## src/rtl/acc_pkg.sv

```systemverilog
// Shared constants, codes and controller/datapath interface types for the consensus block.
package acc_pkg;

   localparam int ALPHABET   = 26;
   localparam int MCOLS      = ALPHABET + 1;
   localparam int MAT_DEPTH  = ALPHABET * MCOLS;
   localparam int MAT_AW     = $clog2(MAT_DEPTH);
   localparam int IDX_W      = 5;
   localparam int SCORE_W    = 8;
   localparam int WEIGHT_W   = 16;
   localparam int CUTOFF_W   = 16;
   localparam int CODE_W     = 5;
   localparam int LSUM_W     = 36;
   localparam int WSUM_W     = 26;
   localparam int PROD_W     = WEIGHT_W + SCORE_W + 1;
   localparam int TOT_W      = LSUM_W + 5;
   localparam int MUL_W      = 112;
   localparam int MB_W       = TOT_W;
   localparam int LHS_SHIFT  = 16;

   localparam logic [CUTOFF_W-1:0] CUTOFF_RST = 16'd512;
   localparam logic [CODE_W-1:0]   GAP_CODE   = 5'd26;
   localparam logic [CODE_W-1:0]   X_CODE     = 5'd27;
   localparam logic [IDX_W-1:0]    LAST_IDX   = 5'd25;
   localparam logic [MB_W-1:0]     MULT_ALPHA = MB_W'(ALPHABET);
   localparam logic [MB_W-1:0]     MULT_ALPHA2 = MB_W'(ALPHABET * ALPHABET);

   typedef enum logic [2:0] {
      OP_SQ, OP_M26, OP_TOT, OP_RHS, OP_BSQ, OP_B676
   } op_type;

   typedef enum logic [1:0] {
      RES_GAP, RES_BEST, RES_X
   } res_type;

   typedef struct packed {
      logic             accept;
      logic             mac_issue;
      logic [IDX_W-1:0] idx;
      logic             mul_load;
      op_type           op;
      logic             first;
      logic             mul_run;
      logic             sub_v;
      logic             emit;
      res_type          res;
   } dp_cmd_type;

   typedef struct packed {
      logic func;
      logic column_end;
      logic gap_wins;
      logic mul_zero;
      logic v_zero;
      logic best_pos;
      logic lhs_gt;
   } dp_sts_type;

endpackage

```

## src/rtl/acc_ctrl.sv

```systemverilog
// Controller state machine: handshakes, residue sweep and column-end statistics sequence.
module acc_ctrl import acc_pkg::*; (
   input  logic       clock,
   input  logic       reset,
   input  logic       req_valid,
   output logic       req_stall,
   output logic       rsp_valid,
   input  logic       rsp_stall,
   output dp_cmd_type cmd,
   input  dp_sts_type sts
);
   typedef enum logic [3:0] {
      ST_IDLE, ST_DISP, ST_MAC, ST_DRAIN, ST_GAPCHK, ST_LOAD, ST_RUN,
      ST_DECIDE, ST_CMP, ST_EMIT
   } state_type;

   state_type        state_ff, state_in;
   logic [IDX_W-1:0] cnt_ff, cnt_in;
   op_type           op_ff, op_in;
   res_type          res_ff, res_in;
   logic             full_ff, full_in;
   logic             can_emit;

   assign req_stall = (state_ff != ST_IDLE);
   assign rsp_valid = full_ff;
   assign can_emit  = !full_ff || !rsp_stall;

   always_comb begin
      state_in = state_ff;
      cnt_in   = cnt_ff;
      op_in    = op_ff;
      res_in   = res_ff;
      full_in  = (full_ff && !rsp_stall) ? 1'b0 : full_ff;
      cmd           = '0;
      cmd.idx       = cnt_ff;
      cmd.op        = op_ff;
      cmd.res       = res_ff;
      cmd.first     = (cnt_ff == '0);
      unique case (state_ff)
         ST_IDLE: begin
            if (req_valid) begin
               cmd.accept = 1'b1;
               state_in   = ST_DISP;
            end
         end
         ST_DISP: begin
            cnt_in   = '0;
            state_in = sts.func ? ST_MAC : ST_IDLE;
         end
         ST_MAC: begin
            cmd.mac_issue = 1'b1;
            if (cnt_ff == LAST_IDX) begin
               cnt_in   = '0;
               state_in = ST_DRAIN;
            end else begin
               cnt_in = cnt_ff + 1'b1;
            end
         end
         ST_DRAIN: begin
            if (cnt_ff != '0) begin
               state_in = sts.column_end ? ST_GAPCHK : ST_IDLE;
               cnt_in   = '0;
            end else begin
               cnt_in = cnt_ff + 1'b1;
            end
         end
         ST_GAPCHK: begin
            if (sts.gap_wins) begin
               res_in   = RES_GAP;
               state_in = ST_EMIT;
            end else begin
               op_in    = OP_SQ;
               cnt_in   = '0;
               state_in = ST_LOAD;
            end
         end
         ST_LOAD: begin
            cmd.mul_load = 1'b1;
            state_in     = ST_RUN;
         end
         ST_RUN: begin
            if (!sts.mul_zero) begin
               cmd.mul_run = 1'b1;
            end else begin
               state_in = ST_LOAD;
               unique case (op_ff)
                  OP_SQ: begin
                     if (cnt_ff == LAST_IDX) begin
                        op_in = OP_M26;
                     end else begin
                        cnt_in = cnt_ff + 1'b1;
                     end
                  end
                  OP_M26:  op_in = OP_TOT;
                  OP_TOT: begin
                     cmd.sub_v = 1'b1;
                     state_in  = ST_DECIDE;
                  end
                  OP_RHS:  op_in = OP_BSQ;
                  OP_BSQ:  op_in = OP_B676;
                  OP_B676: state_in = ST_CMP;
                  default: state_in = ST_IDLE;
               endcase
            end
         end
         ST_DECIDE: begin
            priority if (sts.v_zero) begin
               res_in   = RES_BEST;
               state_in = ST_EMIT;
            end else if (!sts.best_pos) begin
               res_in   = RES_X;
               state_in = ST_EMIT;
            end else begin
               op_in    = OP_RHS;
               state_in = ST_LOAD;
            end
         end
         ST_CMP: begin
            res_in   = sts.lhs_gt ? RES_BEST : RES_X;
            state_in = ST_EMIT;
         end
         ST_EMIT: begin
            if (can_emit) begin
               cmd.emit = 1'b1;
               full_in  = 1'b1;
               state_in = ST_IDLE;
            end
         end
         default: state_in = ST_IDLE;
      endcase
   end

   always_ff @(posedge clock) begin
      if (reset) begin
         state_ff <= ST_IDLE;
         cnt_ff   <= '0;
         op_ff    <= OP_SQ;
         res_ff   <= RES_X;
         full_ff  <= 1'b0;
      end else begin
         state_ff <= state_in;
         cnt_ff   <= cnt_in;
         op_ff    <= op_in;
         res_ff   <= res_in;
         full_ff  <= full_in;
      end
   end
endmodule

```

## config.mk

```make
export PLATFORM = sky130hd
export DESIGN_NAME = acc_ctrl
export DESIGN_NICKNAME = d
export VERILOG_FILES = /design/src/rtl/acc_pkg.sv /design/src/rtl/acc_ctrl.sv
export SDC_FILE = /design/constraint.sdc
export NUM_CORES = 1
export LEC_CHECK = 0
export BUFFER_PORTS_ARGS = -buffer_cell sky130_fd_sc_hd__buf_2
export CAP_MARGIN = 10
export CORE_UTILIZATION = 50
export CTS_CLUSTER_DIAMETER = 100
export DETAILED_ROUTE_END_ITERATION = 7
export PLACE_DENSITY_LB_ADDON = 0.15
export SYNTH_ARGS = -nofsm -noshare
export SYNTH_HDL_FRONTEND = slang
export SYNTH_SLANG_ARGS = --single-unit
```

## constraint.sdc

```tcl
create_clock -name clock -period 4.5 [get_ports clock]
set_input_delay 0.9 -clock clock [delete_from_list [all_inputs] [get_ports clock]]
set_output_delay 0.9 -clock clock [all_outputs]
set_load 0.05 [all_outputs]
```

==> results of run 1 <==
[power groups by stage]
stage                     combinational, mW  sequential (mW)  clock, mW
after floorplan                       0.127            0.147          0
after global placement                0.137            0.162          0
after detailed placement              0.138            0.164          0
after CTS                             0.138            0.161     0.0833
after global routing                  0.150            0.163     0.0860
final                                 0.140            0.162     0.0793
[critical path: stages, from the launching register on]
cell and delay [ns]:
dfxtp_1 0.72, nand4bb_1 0.37, nor2_1 0.23, and4_1 0.21
buf_2 0.26
[final timing paths]
check | startpoint | to | cells after the start
worst min register to register | res_ff[1] | res_ff[1] | 2
worst min-delay path | res_ff[1] | res_ff[1] | 2
worst max register to register | state_ff[0] | op_ff[1] | 5
worst max-delay path | state_ff[2] | cmd[3] | 4
[final cells by class]
type | instances | area, um2 | share of cell area [%]
timing repair buffer | 29 | 145 | 11.0
sequential | 15 | 300 | 22.7
multi-input combinational | 111 | 777 | 58.8
tap | 28 | 35.0 | 2.65
clock buffer | 4 | 26.3 | 1.99
inverter | 10 | 37.5 | 2.84
[placed cells by master (no fill, tap or decap), drive strengths merged, types with 5 or more instances in the layout]
master | Yosys | final
dfxtp | 15 | 15
buf | 6 | 29
a21oi | 12 | 12
nor2 | 15 | 15
nand2 | 7 | 7
nand2b | 10 | 10
nand3 | 5 | 5
inv | 10 | 10
[flip-flops by register name, summed over array words and instances (netlist names)]
| name | cells |
|---|---|
| cnt_ff | 5 |
| state_ff | 4 |
| op_ff | 3 |
| res_ff | 2 |
| rsp_valid | 1 |
[through the flow]
stage	hold WS [ns]	total power, mW	area [um2]	setup slack (ns)
4_1_cts	0.493	0.382	1320	1.56
5_1_grt	0.526	0.399	1320	1.40
2_1_floorplan	0.693	0.274	1170	1.71
3_5_place_dp	0.467	0.302	1290	1.88
6_report	0.485	0.381	1320	1.53
3_3_place_gp	0.465	0.299	1290	1.99
[layer usage]
metal / up-vias / global-route usage (%) / wire, um
met5: - / 0 / 0
met4: 0 / 13.4 / 64
met3: 6 / 1.82 / 152
met2: 40 / 34.4 / 1180
met1: 542 / 32.8 / 1330
li1: 583 / - / -
[cells in the mapped netlist, types with 2 or more instances]
| master | instances |
|---|---|
| nor2b_1 | 3 |
| nand4bb_1 | 2 |
| a32o_1 | 2 |
| buf_2 | 5 |
| clkbuf_1 | 5 |
| or2_2 | 2 |
| o22ai_1 | 2 |
| dfxtp_1 | 15 |
| nand3b_1 | 2 |
| nor2_1 | 15 |
| o31ai_1 | 4 |
| nor4b_1 | 2 |
| nand2_1 | 7 |
| nor3b_1 | 2 |
| nor3_1 | 4 |
| o32ai_1 | 3 |
| mux2i_1 | 4 |
| a21oi_1 | 11 |
| o21ai_0 | 4 |
| nand3_1 | 5 |
| nand2b_1 | 10 |
| inv_1 | 10 |
| ha_1 | 3 |
| or3_1 | 3 |
[kinds of logic after synthesis]
family          count (synthesis)  synth area share [%]
buf+inv                        21                  7.62
flops                          15                  25.8
mux                             4                  3.43
compound gates                 38                  25.3
fa+ha+maj                       3                  3.22
simple gates                   66                  34.7
==> flow_summary.json, run 1 <==
{
  "crit_path_start_kind": "register",
  "crit_fanout": 22,
  "pwr-share-comb_pct": 36.7,
  "core-area_um2": 2210,
  "drc": 0,
  "wire_per_inst_um": 13.8,
  "cts_sinks": 15,
  "p_sw_share_pct": 41.2,
  "initial_utilization_pct": 52.7,
  "async_flop_share_pct": 0,
  "antenna_found_initial": 0,
  "avgSynthCellArea_um2": 7.93,
  "num_rows": 17,
  "buffer_ports.inserted": 29,
  "syn-cell-area_um2": 1170,
  "fin_util_pct": 59.7,
  "fin_setup_tns_ns": 0,
  "p_switching_uw": 157,
  "setup_viol": 0,
  "gr-usage-all-layers_pct": 23.3,
  "grt_pass1_wl_um": 4370,
  "ioPinCount": 30,
  "end_kind": "output pin",
  "ys_ff_latch": 15,
  "ant_nets": 0,
  "pwr-share-clk_pct": 20.8,
  "fin_nets": 184,
  "dpl.cell_count": 193,
  "first_pass_iters": 4,
  "overflow": 0,
  "antenna_cells": 0,
  "clockBufferDepth": 2,
  "synthCells": 147,
  "dieHeight_um": 50.3,
  "synth_cell_types": 46,
  "cts_buffers": 3,
  "synth_top_area_share_pct": 25.8,
  "drive_gt1_share_pct": 24.9,
  "place.gp.congestion": 0.892,
  "area.growth.synth_to_final_pct": 13.3,
  "drt_wl_total_um": 2730,
  "synth_top_area_cell": "dfxtp_1",
  "min_path_type": "reg -> reg",
  "arrival_ns": 2.07,
  "clock_skew_ns": 0.00214,
  "vias": 1171,
  "clockRootBuffer": "clkbuf_4",
  "rsz0062_at_grt": "false",
  "p_leak_nw": 0.553,
  "final_cells": 197,
  "internal-power_uw": 224,
  "max-cap-violations": 0,
  "critical_path_class": "reg -> out",
  "r2r_setup_slack_ns": 2.27,
  "dp_hpwl_um": 2020,
  "timing.fmax_mhz": 337,
  "yosysWarnings": 0,
  "synth.area.top_cells": "dfxtp_1 26%, nand2b_1 5.4%, nor2_1 4.8%",
  "grt_max_degree": 23,
  "synth_flop_cell": "dfxtp_1",
  "insertion_delay_ns": 0.29,
  "power_density_nw_per_um2": 288,
  "htreeDepth": 1,
  "fin_crit_sh_pct": 66.0,
  "worst_pin_slew_ns": 0.663,
  "cp.required_ns": 3.60,
  "initialDrtViolationCount": 47,
  "fillers": 216,
  "grt_pass1_vias": 948,
  "finalHoldViolCount": 0,
  "period_needed_ns": 2.97,
  "postCtsHoldBufs": 0,
  "vias_per_cell": 5.94,
  "fp.dieW_um": 50.3,
  "max-vdd-ir-drop_mv": 0.233,
  "tritoncts": "done",
  "drv_slew": 0,
  "cts_setup_buffers": 0,
  "clk_pin_slew_ns": 0.09,
  "slew_headroom_pct": 55.7,
  "synth_nets": 161,
  "die_area_um2": 2530,
  "pwr-share-seq_pct": 42.5,
  "status": "complete, no violations",
  "synth_edf_count": 0,
  "ys_seq_area_share_pct": 25.8,
  "postCtsResizedCells": 0
}
No activity file was read; power rests on OpenSTA's default activity.
==> run 2: changes to the inputs <==
Clock period 4.5 ns to 3 ns, I/O delays scaled along.
==> run 2 against run 1 <==
Effect of this change:
- count of clock-buffer cells in the layout did not move
- core utilization increased by 0.34 points
- global-route usage fell by 0.74 points
- critical endpoint unchanged
==> flow_summary.json, run 2 (same netlist as run 1, synthesis figures left out) <==
{
  "insertion_delay_ns": 0.29,
  "fin_crit_sh_pct": 87.2,
  "grt_pass1_vias": 945,
  "htreeDepth": 1,
  "vias_per_cell": 5.92,
  "clockRootBuffer": "clkbuf_4",
  "clk_pin_slew_ns": 0.09,
  "vias": 1172,
  "power_density_nw_per_um2": 429,
  "gr-usage-all-layers_pct": 22.5,
  "period_needed_ns": 2.62,
  "worst_pin_slew_ns": 0.645,
  "fin_nets": 185,
  "end_kind": "output pin",
  "antenna_cells": 0,
  "crit_fanout": 21,
  "cts_setup_buffers": 0,
  "slew_headroom_pct": 56.4,
  "p_leak_nw": 0.559,
  "timing.rr.start": "state_ff[0]",
  "num_rows": 17,
  "crit_path_start": "state_ff[1]",
  "finalPower_uw": 570,
  "status": "complete, no violations",
  "postCtsResizedCells": 0,
  "setup_viol": 0,
  "area.growth.synth_to_final_pct": 13.9,
  "postCtsHoldBufs": 0,
  "placed_area_um2": 1300,
  "crit_path_start_kind": "register",
  "busiest_layer": "met1",
  "tritoncts": "done",
  "die_area_um2": 2530,
  "buffer_ports.inserted": 29,
  "crit_chain": "nand4bb_1 -> nor2_1 -> and4_1 -> buf_2",
  "dieHeight_um": 50.3,
  "max-cap-violations": 0,
  "first_pass_iters": 5,
  "slowest_delay_ns": 0.69,
  "clock_skew_ns": 0.00192,
  "ant_nets": 0,
  "critical_path_class": "reg -> out",
  "cts_sinks": 15,
  "fp.dieW_um": 50.3,
  "layout_commonest_cell": "buf_2",
  "drt_wl_total_um": 2750,
  "grt_max_degree": 23,
  "core-area_um2": 2210,
  "drc": 0,
  "top_register": "cnt_ff",
  "initial_utilization_pct": 52.7,
  "initialDrtViolationCount": 47,
  "grt_pass1_wl_um": 4420,
  "fillers": 206,
  "fin_setup_tns_ns": 0,
  "drive_gt1_share_pct": 25.3,
  "globalRouteMet1Util_pct": 35.4,
  "timing.fmax_mhz": 382,
  "dp_hpwl_um": 2010,
  "crit_slowest_cell": "dfxtp_1",
  "clockBufferDepth": 2,
  "cts_buffers": 3,
  "hold_start": "res_ff[1]",
  "arrival_ns": 2.02,
  "place.gp.congestion": 0.936,
  "use_met2_pct": 31.8,
  "overflow": 0,
  "wire_per_inst_um": 13.9,
  "min_path_type": "reg -> reg",
  "drv_slew": 0,
  "top_regs": "cnt_ff: 5 flops, state_ff: 4 flops, op_ff: 3 flops",
  "rsz0062_at_grt": "false",
  "cp.required_ns": 2.40,
  "final_cell_mix": "29 x buf_2, 15 x nor2_1, 15 x dfxtp_1",
  "antenna_found_initial": 0,
  "gr-usage-met3_pct": 1.82,
  "ioPinCount": 30,
  "largest_reg_flops": 5,
  "max-vdd-ir-drop_mv": 0.432,
  "final_area_um2": 1330,
  "finalHoldViolCount": 0
}
[run 2: worst max-delay path: cells and delay by family (launching register included)]
family,cells,cell delay [ns]
flip-flops,1,0.69
buffers and inverters,1,0.25
AND/OR/NAND/NOR,3,0.79
[run 2: final timing paths]
kind	end	slack, ns	cells past startpoint
worst max-delay path	cmd[3]	0.38	4
worst min-delay path	res_ff[1]	0.49	2
worst max register to register	op_ff[0]	0.80	5
worst min register to register	res_ff[1]	0.49	2
[run 2: routing by layer]
| metal | vias to the layer above | wire [um] |
|---|---|---|
| met2 | 50 | 1180 |
| met1 | 535 | 1350 |
| met4 | 0 | 21 |
| met3 | 4 | 189 |
| li1 | 583 | - |
| met5 | - | 0 |
[run 2: cell type report]
class | count | area [um2] | area share (%)
timing repair buffer | 30 | 153 | 11.5
clock buffer | 4 | 26.3 | 1.98
inverter | 10 | 37.5 | 2.82
tap | 28 | 35.0 | 2.64
sequential | 15 | 300 | 22.6
multi-input combinational | 111 | 777 | 58.5
[run 2: metrics by stage]
stage	setup slack, ns	cells	utilization [%]	hold slack, ns
after CTS	0.397	198	60.1	0.492
after floorplan	0.308	147	-	0.693
after global placement	0.836	194	58.9	0.465
final	0.384	198	60.1	0.488
after global routing	0.222	198	60.1	0.549
after detailed placement	0.717	194	58.9	0.467
[run 2: where the power goes]
part	internal [mW]	switching, mW
Sequential	0.207	0.0352
Clock	0.0517	0.0659
Combinational	0.0774	0.133
